## config.mk

```make
export PLATFORM = sky130hd
export DESIGN_NAME = lift_and_set_down_detector
export DESIGN_NICKNAME = d
export VERILOG_FILES = /design/src/design/lsd_pkg.sv /design/src/design/lift_and_set_down_detector.sv
export SDC_FILE = /design/constraint.sdc
export NUM_CORES = 1
export LEC_CHECK = 0
export ABC_AREA = 0
export CORE_UTILIZATION = 60
export DETAILED_ROUTE_END_ITERATION = 7
export DONT_BUFFER_PORTS = 1
export HOLD_SLACK_MARGIN = 0.12
export MAX_ROUTING_LAYER = met4
export PLACE_DENSITY = 0.76
export SKIP_CTS_REPAIR_TIMING = 1
export SYNTH_ARGS = -nofsm -noshare
export SYNTH_HDL_FRONTEND = slang
export SYNTH_SLANG_ARGS = --single-unit
```

## constraint.sdc

```tcl
create_clock -name clk -period 5.71 [get_ports clk]
set_input_delay 0.2855 -clock clk [delete_from_list [all_inputs] [get_ports clk]]
set_output_delay 0.2855 -clock clk [all_outputs]
set_load 0.03 [all_outputs]
```

## src/design/lsd_pkg.sv

```systemverilog
`default_nettype none

package lsd_pkg;

  typedef struct packed {
    logic signed [15:0] accel_z;
    logic signed [15:0] tilt;
    logic signed [15:0] wheel_left;
    logic signed [15:0] wheel_right;
  } in_t;

  typedef struct packed {
    logic lifted;
    logic set_down;
    logic halted;
  } out_t;

  typedef enum logic [0:0] {
    CFG_BALANCE_REF,
    CFG_LIFT_THRESHOLD
  } cfg_reg_t;

  localparam int CFG_W = 15;
  localparam int MID_W = 14;
  localparam int THR_W = 15;

  localparam logic signed [MID_W-1:0] BALANCE_REF_RESET = '0;
  localparam logic [THR_W-1:0] LIFT_THRESHOLD_RESET = 15'd22000;

  localparam int TILT_LIFT_BAND  = 2000;
  localparam int TILT_DOWN_BAND  = 1000;
  localparam int STILL_SUM_LIMIT = 50;
  localparam int SPIN_LIMIT      = 50;
  localparam int NUDGE_LOW       = 3;
  localparam int NUDGE_HIGH      = 40;

endpackage

`default_nettype wire

```

## src/design/lift_and_set_down_detector.sv

```systemverilog
// lift and set-down detector for a balancing car, one control tick per item
// result: registered from the accepted item, valid in the next cycle
// throughput: one item per cycle unless stalled; all per-tick work is one pass of
// compares and counter updates between the accepted item and the result register
// reset (rst, synchronous): detectors idle, stop flag clear, registers to defaults
`default_nettype none

module lift_and_set_down_detector #(
  parameter int STILL_TICKS  = 10,
  parameter int SPIKE_WINDOW = 200,
  parameter int SPIN_WINDOW  = 100
) (
  input  wire logic                        clk,
  input  wire logic                        rst,
  input  wire logic                        in_valid,
  output logic                             in_stall,
  input  wire lsd_pkg::in_t                in_data,
  output logic                             out_valid,
  input  wire logic                        out_stall,
  output lsd_pkg::out_t                    out_data,
  input  wire logic                        cfg_we,
  input  wire logic [0:0]                  cfg_index,
  input  wire logic [lsd_pkg::CFG_W-1:0]   cfg_data
);

  localparam int STILL_W = $clog2(STILL_TICKS + 1);
  localparam int SPIKE_W = $clog2(SPIKE_WINDOW + 1);
  localparam int SPIN_W  = $clog2(SPIN_WINDOW + 1);

  localparam logic [STILL_W-1:0] STILL_LIM = STILL_W'(STILL_TICKS);
  localparam logic [SPIKE_W-1:0] SPIKE_LIM = SPIKE_W'(SPIKE_WINDOW);
  localparam logic [SPIN_W-1:0]  SPIN_LIM  = SPIN_W'(SPIN_WINDOW);

  typedef enum logic [1:0] {
    PH_STILL,
    PH_SPIKE,
    PH_SPIN
  } phase_t;

  // configuration
  logic signed [lsd_pkg::MID_W-1:0] balance_ref;
  logic [lsd_pkg::THR_W-1:0]        lift_threshold;

  // detector state
  phase_t               phase, phase_next;
  logic [STILL_W-1:0]   still_count, still_count_next;
  logic [SPIKE_W-1:0]   spike_count, spike_count_next;
  logic [SPIN_W-1:0]    spin_count, spin_count_next;
  logic                 down_armed, down_armed_next;
  logic                 stop_state, stop_state_next;
  logic                 lifted_next, set_down_next;

  logic                 accept;

  // per-tick tests
  logic signed [16:0] wl_x, wr_x, tilt_diff;
  logic [16:0]        abs_l, abs_r;
  logic [17:0]        still_sum;
  logic signed [17:0] spin_sum;
  logic [17:0]        spin_abs;
  logic               still_ok, spike_ok, spin_ok, down_ok, nudge_ok;
  logic               nudge_l, nudge_r;

  assign in_stall = out_valid && out_stall;
  assign accept   = in_valid && !in_stall;

  always_comb begin
    wl_x      = {in_data.wheel_left[15], in_data.wheel_left};
    wr_x      = {in_data.wheel_right[15], in_data.wheel_right};
    abs_l     = wl_x[16] ? 17'(-wl_x) : wl_x;
    abs_r     = wr_x[16] ? 17'(-wr_x) : wr_x;
    still_sum = {1'b0, abs_l} + {1'b0, abs_r};
    still_ok  = still_sum < 18'(lsd_pkg::STILL_SUM_LIMIT);

    spin_sum  = {wl_x[16], wl_x} + {wr_x[16], wr_x};
    spin_abs  = spin_sum[17] ? 18'(-spin_sum) : spin_sum;
    spin_ok   = spin_abs > 18'(lsd_pkg::SPIN_LIMIT);

    tilt_diff = {in_data.tilt[15], in_data.tilt} - {{3{balance_ref[13]}}, balance_ref};

    // positive accel only can beat an unsigned 15-bit threshold
    spike_ok  = !in_data.accel_z[15] && (in_data.accel_z[14:0] > lift_threshold) &&
                (tilt_diff > 17'(-lsd_pkg::TILT_LIFT_BAND)) &&
                (tilt_diff < 17'(lsd_pkg::TILT_LIFT_BAND));

    down_ok   = (tilt_diff > 17'(-lsd_pkg::TILT_DOWN_BAND)) &&
                (tilt_diff < 17'(lsd_pkg::TILT_DOWN_BAND)) &&
                (in_data.wheel_left == '0) && (in_data.wheel_right == '0);

    nudge_l   = !in_data.wheel_left[15] &&
                (in_data.wheel_left[14:0] > 15'(lsd_pkg::NUDGE_LOW)) &&
                (in_data.wheel_left[14:0] < 15'(lsd_pkg::NUDGE_HIGH));
    nudge_r   = !in_data.wheel_right[15] &&
                (in_data.wheel_right[14:0] > 15'(lsd_pkg::NUDGE_LOW)) &&
                (in_data.wheel_right[14:0] < 15'(lsd_pkg::NUDGE_HIGH));
    nudge_ok  = nudge_l || nudge_r;
  end

  // phases fall through in order within one tick
  always_comb begin
    phase_next       = phase;
    still_count_next = still_count;
    spike_count_next = spike_count;
    spin_count_next  = spin_count;
    down_armed_next  = down_armed;
    stop_state_next  = stop_state;
    lifted_next      = 1'b0;
    set_down_next    = 1'b0;

    if (phase_next == PH_STILL) begin
      if (still_ok) begin
        if (still_count_next >= STILL_LIM) begin
          still_count_next = '0;
          phase_next       = PH_SPIKE;
        end else begin
          still_count_next = still_count_next + 1'b1;
        end
      end else begin
        still_count_next = '0;
      end
    end

    if (phase_next == PH_SPIKE) begin
      if (spike_count_next >= SPIKE_LIM) begin
        spike_count_next = '0;
        phase_next       = PH_STILL;
      end else begin
        spike_count_next = spike_count_next + 1'b1;
      end
      // a spike still wins on the tick the window runs out
      if (spike_ok) begin
        phase_next = PH_SPIN;
      end
    end

    if (phase_next == PH_SPIN) begin
      if (spin_count_next >= SPIN_LIM) begin
        spin_count_next = '0;
        phase_next      = PH_STILL;
      end else begin
        spin_count_next = spin_count_next + 1'b1;
      end
      if (spin_ok) begin
        phase_next      = PH_STILL;
        lifted_next     = 1'b1;
        stop_state_next = 1'b1;
      end
    end

    if (stop_state_next) begin
      if (!down_armed_next && down_ok) begin
        down_armed_next = 1'b1;
      end
      if (down_armed_next && nudge_ok) begin
        down_armed_next = 1'b0;
        set_down_next   = 1'b1;
        stop_state_next = 1'b0;
      end
    end
  end

  always_ff @(posedge clk) begin
    if (rst) begin
      balance_ref    <= lsd_pkg::BALANCE_REF_RESET;
      lift_threshold <= lsd_pkg::LIFT_THRESHOLD_RESET;
    end else if (cfg_we) begin
      case (cfg_index)
        lsd_pkg::CFG_BALANCE_REF:    balance_ref    <= cfg_data[lsd_pkg::MID_W-1:0];
        lsd_pkg::CFG_LIFT_THRESHOLD: lift_threshold <= cfg_data[lsd_pkg::THR_W-1:0];
        default: ;
      endcase
    end
  end

  always_ff @(posedge clk) begin
    if (rst) begin
      phase       <= PH_STILL;
      still_count <= '0;
      spike_count <= '0;
      spin_count  <= '0;
      down_armed  <= 1'b0;
      stop_state  <= 1'b0;
      out_valid   <= 1'b0;
    end else begin
      if (accept) begin
        phase       <= phase_next;
        still_count <= still_count_next;
        spike_count <= spike_count_next;
        spin_count  <= spin_count_next;
        down_armed  <= down_armed_next;
        stop_state  <= stop_state_next;
        out_valid   <= 1'b1;
      end else if (!out_stall) begin
        out_valid   <= 1'b0;
      end
    end
  end

  always_ff @(posedge clk) begin
    if (accept) begin
      out_data.lifted   <= lifted_next;
      out_data.set_down <= set_down_next;
      out_data.halted   <= stop_state_next;
    end
  end

`ifndef ASSERT_OFF
  a_armed_only_stopped: assert property (@(posedge clk) disable iff (rst)
    down_armed |-> stop_state)
    else $error("set-down armed while running");

  a_setdown_clears: assert property (@(posedge clk) disable iff (rst)
    (out_valid && out_data.set_down) |-> !out_data.halted)
    else $error("set-down item left stop flag set");

  a_lift_halts: assert property (@(posedge clk) disable iff (rst)
    (out_valid && out_data.lifted && !out_data.set_down) |-> out_data.halted)
    else $error("lift item without stop flag");

  a_accept_result: assert property (@(posedge clk) disable iff (rst)
    accept |=> (out_valid && out_data.halted == stop_state))
    else $error("accepted item gave no matching result");

  a_still_bound: assert property (@(posedge clk) disable iff (rst)
    still_count <= STILL_LIM)
    else $error("still counter past limit");
`endif

endmodule

`default_nettype wire

```

==> impl_metrics.yaml <==
outcome:
  run_status: "finished, final reports clean"
clock_tree:
  clock_sinks: 56
  cts_tree: "done"
  path_clk_slew_ns: 0.07
  clockBufferDepth: 2
  cts_htree_levels: 2
  worstSkewPairLatency_ns: 0.30
  cts_root_buf: "clkbuf_16"
  cts_made_buffers: 5
power_and_ir_drop:
  comb_power_share_pct: 46.2
  p_leak_nw: 2.90
  vdd_ir_drop_max_uv: 175
  power.share.clock_pct: 23.1
  power_density_mw_per_mm2: 191
  switching_share_pct: 38.7
  p_sw_mw: 0.524
  intPower_mw: 0.828
  pwr-share-seq_pct: 30.7
critical_path:
  r2r-end: "spin_count[3]$_SDFFE_PP0P_"
  cp_common_cell: "or4_1"
  cpLargestDelayFamily: "simple AND/OR/NAND/NOR gates"
  cp-startpoint: "in_data[4]"
  required_ns: 5.94
  reg2regPathDepth: 13
  r2r_start: "balance_ref[13]$_SDFFE_PP0P_"
  path_cells: "or2_2, or4_1, or4_1, o41ai_1, xnor2_1, ha_1, nand2_1, o311ai_0, o21ai_0, a2111oi_0, nand4_1, nor4b_2, a31oi_1, o31ai_4, nand2_2, or4b_1, a21oi_1"
  worstPathMaxFanout: 12
  crit_path_max_incr_delay_ns: 0.53
  critPathKind: "primary input to register"
  worstPathArrival_ns: 5.40
  critPathSlowestCell: "or4b_1"
  end_kind: "register"
  cp_num_buf_inv: 0
  reg2reg_slack_ns: 1.65
  worstSetupStartpointType: "primary input"
sta:
  maxSlewHeadroom_pct: 39.6
  layout_worst_path_cycle_share_pct: 90.5
  finalMaxSlewViolations: 0
  post-route-min-period_ns: 5.17
  hold_ws_ns: 0.115
  fin_ws_ns: 0.542
  fmax_mhz: 193
  tns_ns: 0
  skew_ns: 0.00684
  worstMarginPinSlew_ns: 0.903
  finalHoldViolCount: 0
  setup_viol_count_final: 0
  rsz0062_at_grt: "false"
detailed_routing:
  drtIter0Drc: 338
  dr.pass1.iters: 5
  dr_total_vias: 6655
  post_drt_wl_per_cell_um: 16.6
  wl_um: 17200
  drt-vias-per-instance: 6.40
  drc: 0
  ant_nets: 0
cells_and_area:
  area_growth_pct: 3.97
  nFillCells: 952
  num_antenna_cells: 0
  fin_nets: 1061
  fin_area_mm2: 0.00708
  drive_gt1_share_pct: 4.44
place:
  pre_cts_ws_ns: 0.228
  place_area_mm2: 0.00687
  portBuffers: 0
  routabilityCongestion: 0.949
  dp_hpwl_um: 14000
grt:
  grtUsageTotal_pct: 29.9
  grt-ovfl-total: 0
  grt_max_degree: 47
  antenna_found_initial: 0
  grt_pass1_vias: 6161
  grt_pass1_wl_um: 27700
worst_hold_path:
  hold_class: "primary input to register"
  min_path_cells: 2
  whs_endpoint: "lift_threshold[7]$_SDFFE_PP1P_"
  hp-start: "cfg_data[7]"
logic_synthesis:
  synth_seq_area_share_pct: 16.9
  synth_edf_count: 3
  synth_cells: 914
  synth.distinct_cells: 82
  synthesis.area_mm2: 0.00681
  ys_seq_elements: 56
  async_flop_share_pct: 0
  synth_warnings: 0
  avgSynthCellArea_um2: 7.45
  synth_flop_cell: "dfxtp_1"
job:
  drv_cap: 0
die:
  start_util_pct: 62.2
  die_h_um: 109
  rows: 38
  core_area_mm2: 0.0109
  die_area_mm2: 0.0118
  die_w_um: 109
  io_pins: 90
metal layers:
layer  routed length (um)  global-route usage, %
met5                    0                      -
met4                  240                   5.31
met3                 1270                   6.81
met2                 8600                   55.2
met1                 7120                   32.8
cell type report:
type / instances / area, um2 / area share, %
inverter: 55 / 206 / 2.92
tap: 140 / 175 / 2.48
clock buffer: 5 / 125 / 1.77
timing repair buffer: 6 / 67.6 / 0.955
multi-input combinational: 775 / 5330 / 75.3
clock inverter: 3 / 22.5 / 0.318
sequential: 56 / 1150 / 16.3
state kept, by name, indices dropped and copies added, names as in the netlist:
name and flops:
lift_threshold 15, balance_ref 14, spike_count 8, spin_count 7, still_count 4, out_data 3, phase 2, down_armed 1
out_valid 1, stop_state 1
power groups by stage:
stage / clock, mW / sequential (mW) / combinational, mW
finish: 0.312 / 0.415 / 0.625
global route: 0.333 / 0.416 / 0.699
CTS: 0.314 / 0.415 / 0.610
detailed placement: 0 / 0.424 / 0.606
global placement: 0 / 0.424 / 0.591
floorplan: 0 / 0.422 / 0.504
synth_stat cells (5+ instances only):
library cell | number | share of area, %
nand2_1 | 111 | 6.1
a21oi_1 | 80 | 5.9
ha_1 | 74 | 14
inv_1 | 55 | 3.0
nor2_1 | 54 | 3.0
dfxtp_1 | 53 | 16
o21ai_0 | 47 | 3.5
xnor2_1 | 44 | 5.7
a21o_1 | 23 | 2.5
nor3_1 | 21 | 1.5
clkbuf_1 | 20 | 1.1
nand3_1 | 20 | 1.5
xor2_1 | 20 | 2.6
o31ai_1 | 19 | 2.1
a31oi_1 | 18 | 1.7
and3_1 | 17 | 1.6
or3_1 | 17 | 1.6
nand4_1 | 14 | 1.3
nand3b_1 | 13 | 1.4
nor2b_1 | 11 | 1.0
nand2b_1 | 10 | 0.92
or2_2 | 10 | 0.92
a211o_1 | 9 | 1.2
and2_1 | 9 | 0.83
mux2i_1 | 9 | 1.3
a211oi_1 | 8 | 0.88
nor4_1 | 7 | 0.64
or4_1 | 7 | 0.77
a221oi_1 | 6 | 0.77
buf_2 | 6 | 0.44
o211ai_1 | 6 | 0.66
a2bb2oi_1 | 5 | 0.64
worst register-to-register path: stages, from the launching register on:
cell	delay (ns)
dfxtp_1	0.33
inv_1	0.08
ha_1	0.38
a21o_1	0.23
a2111oi_0	0.67
nor2_1	0.15
nor2_1	0.12
mux2i_1	0.08
nor4_1	0.53
a2bb2oi_1	0.27
o31ai_4	0.31
nand2_2	0.17
or4b_1	0.53
a21oi_1	0.15
per-stage QoR:
step,util [%],std cells,power [mW]
after CTS,64.2,1035,1.34
final,64.7,1040,1.35
after global routing,64.7,1040,1.45
after floorplan,-,915,0.926
after detailed placement,62.8,1027,1.03
after global placement,62.8,1027,1.02
how the worst max path moves through the flow:
stage / endpoint / slack, ns / cells after the start
6_report: spin_count[3]$_SDFFE_PP0P_ / 0.54 / 17
5_1_grt: spin_count[4]$_SDFFE_PP0P_ / 0.19 / 17
4_1_cts: spin_count[3]$_SDFFE_PP0P_ / 0.50 / 17
2_1_floorplan: spin_count[2]$_SDFFE_PP0P_ / 0.68 / 18
3_5_place_dp: spin_count[3]$_SDFFE_PP0P_ / 0.23 / 17
3_3_place_gp: spin_count[4]$_SDFFE_PP0P_ / 0.35 / 17
cells in the final DEF, fill, tap and decap left out, drive strengths merged, types with 5 or more instances in the layout:
cell type	count
nand2	112
a21oi	81
ha	74
inv	56
nor2	54
dfxtp	53
o21ai	49
xnor2	44
a21o	23
nor3	23
xor2	21
nand3	20
o31ai	20
a31oi	18
or3	17
and3	17
nand4	14
nand3b	13
or2	12
nor2b	11
nand2b	10
mux2i	9
a211o	9
and2	9
a211oi	9
or4	9
nor4	8
o211ai	6
a221oi	6
a2bb2oi	5
clkbuf	5
o311ai	5
cells by family (layout without fill, tap and decap cells):
logic type | after synthesis | count (layout) | share of synthesized area, %
AO/OA/AOI/OAI | 271 | 271 | 26.3
XOR/XNOR | 65 | 65 | 8.64
adder cells (fa/ha/maj) | 77 | 77 | 14.5
buffers and inverters | 84 | 69 | 4.85
flip-flops | 56 | 56 | 16.9
multiplexers | 12 | 12 | 1.82
other | 1 | 2 | 0.0551
AND/OR/NAND/NOR | 348 | 348 | 26.9
Note: power is estimated with default switching activity, not from simulation.
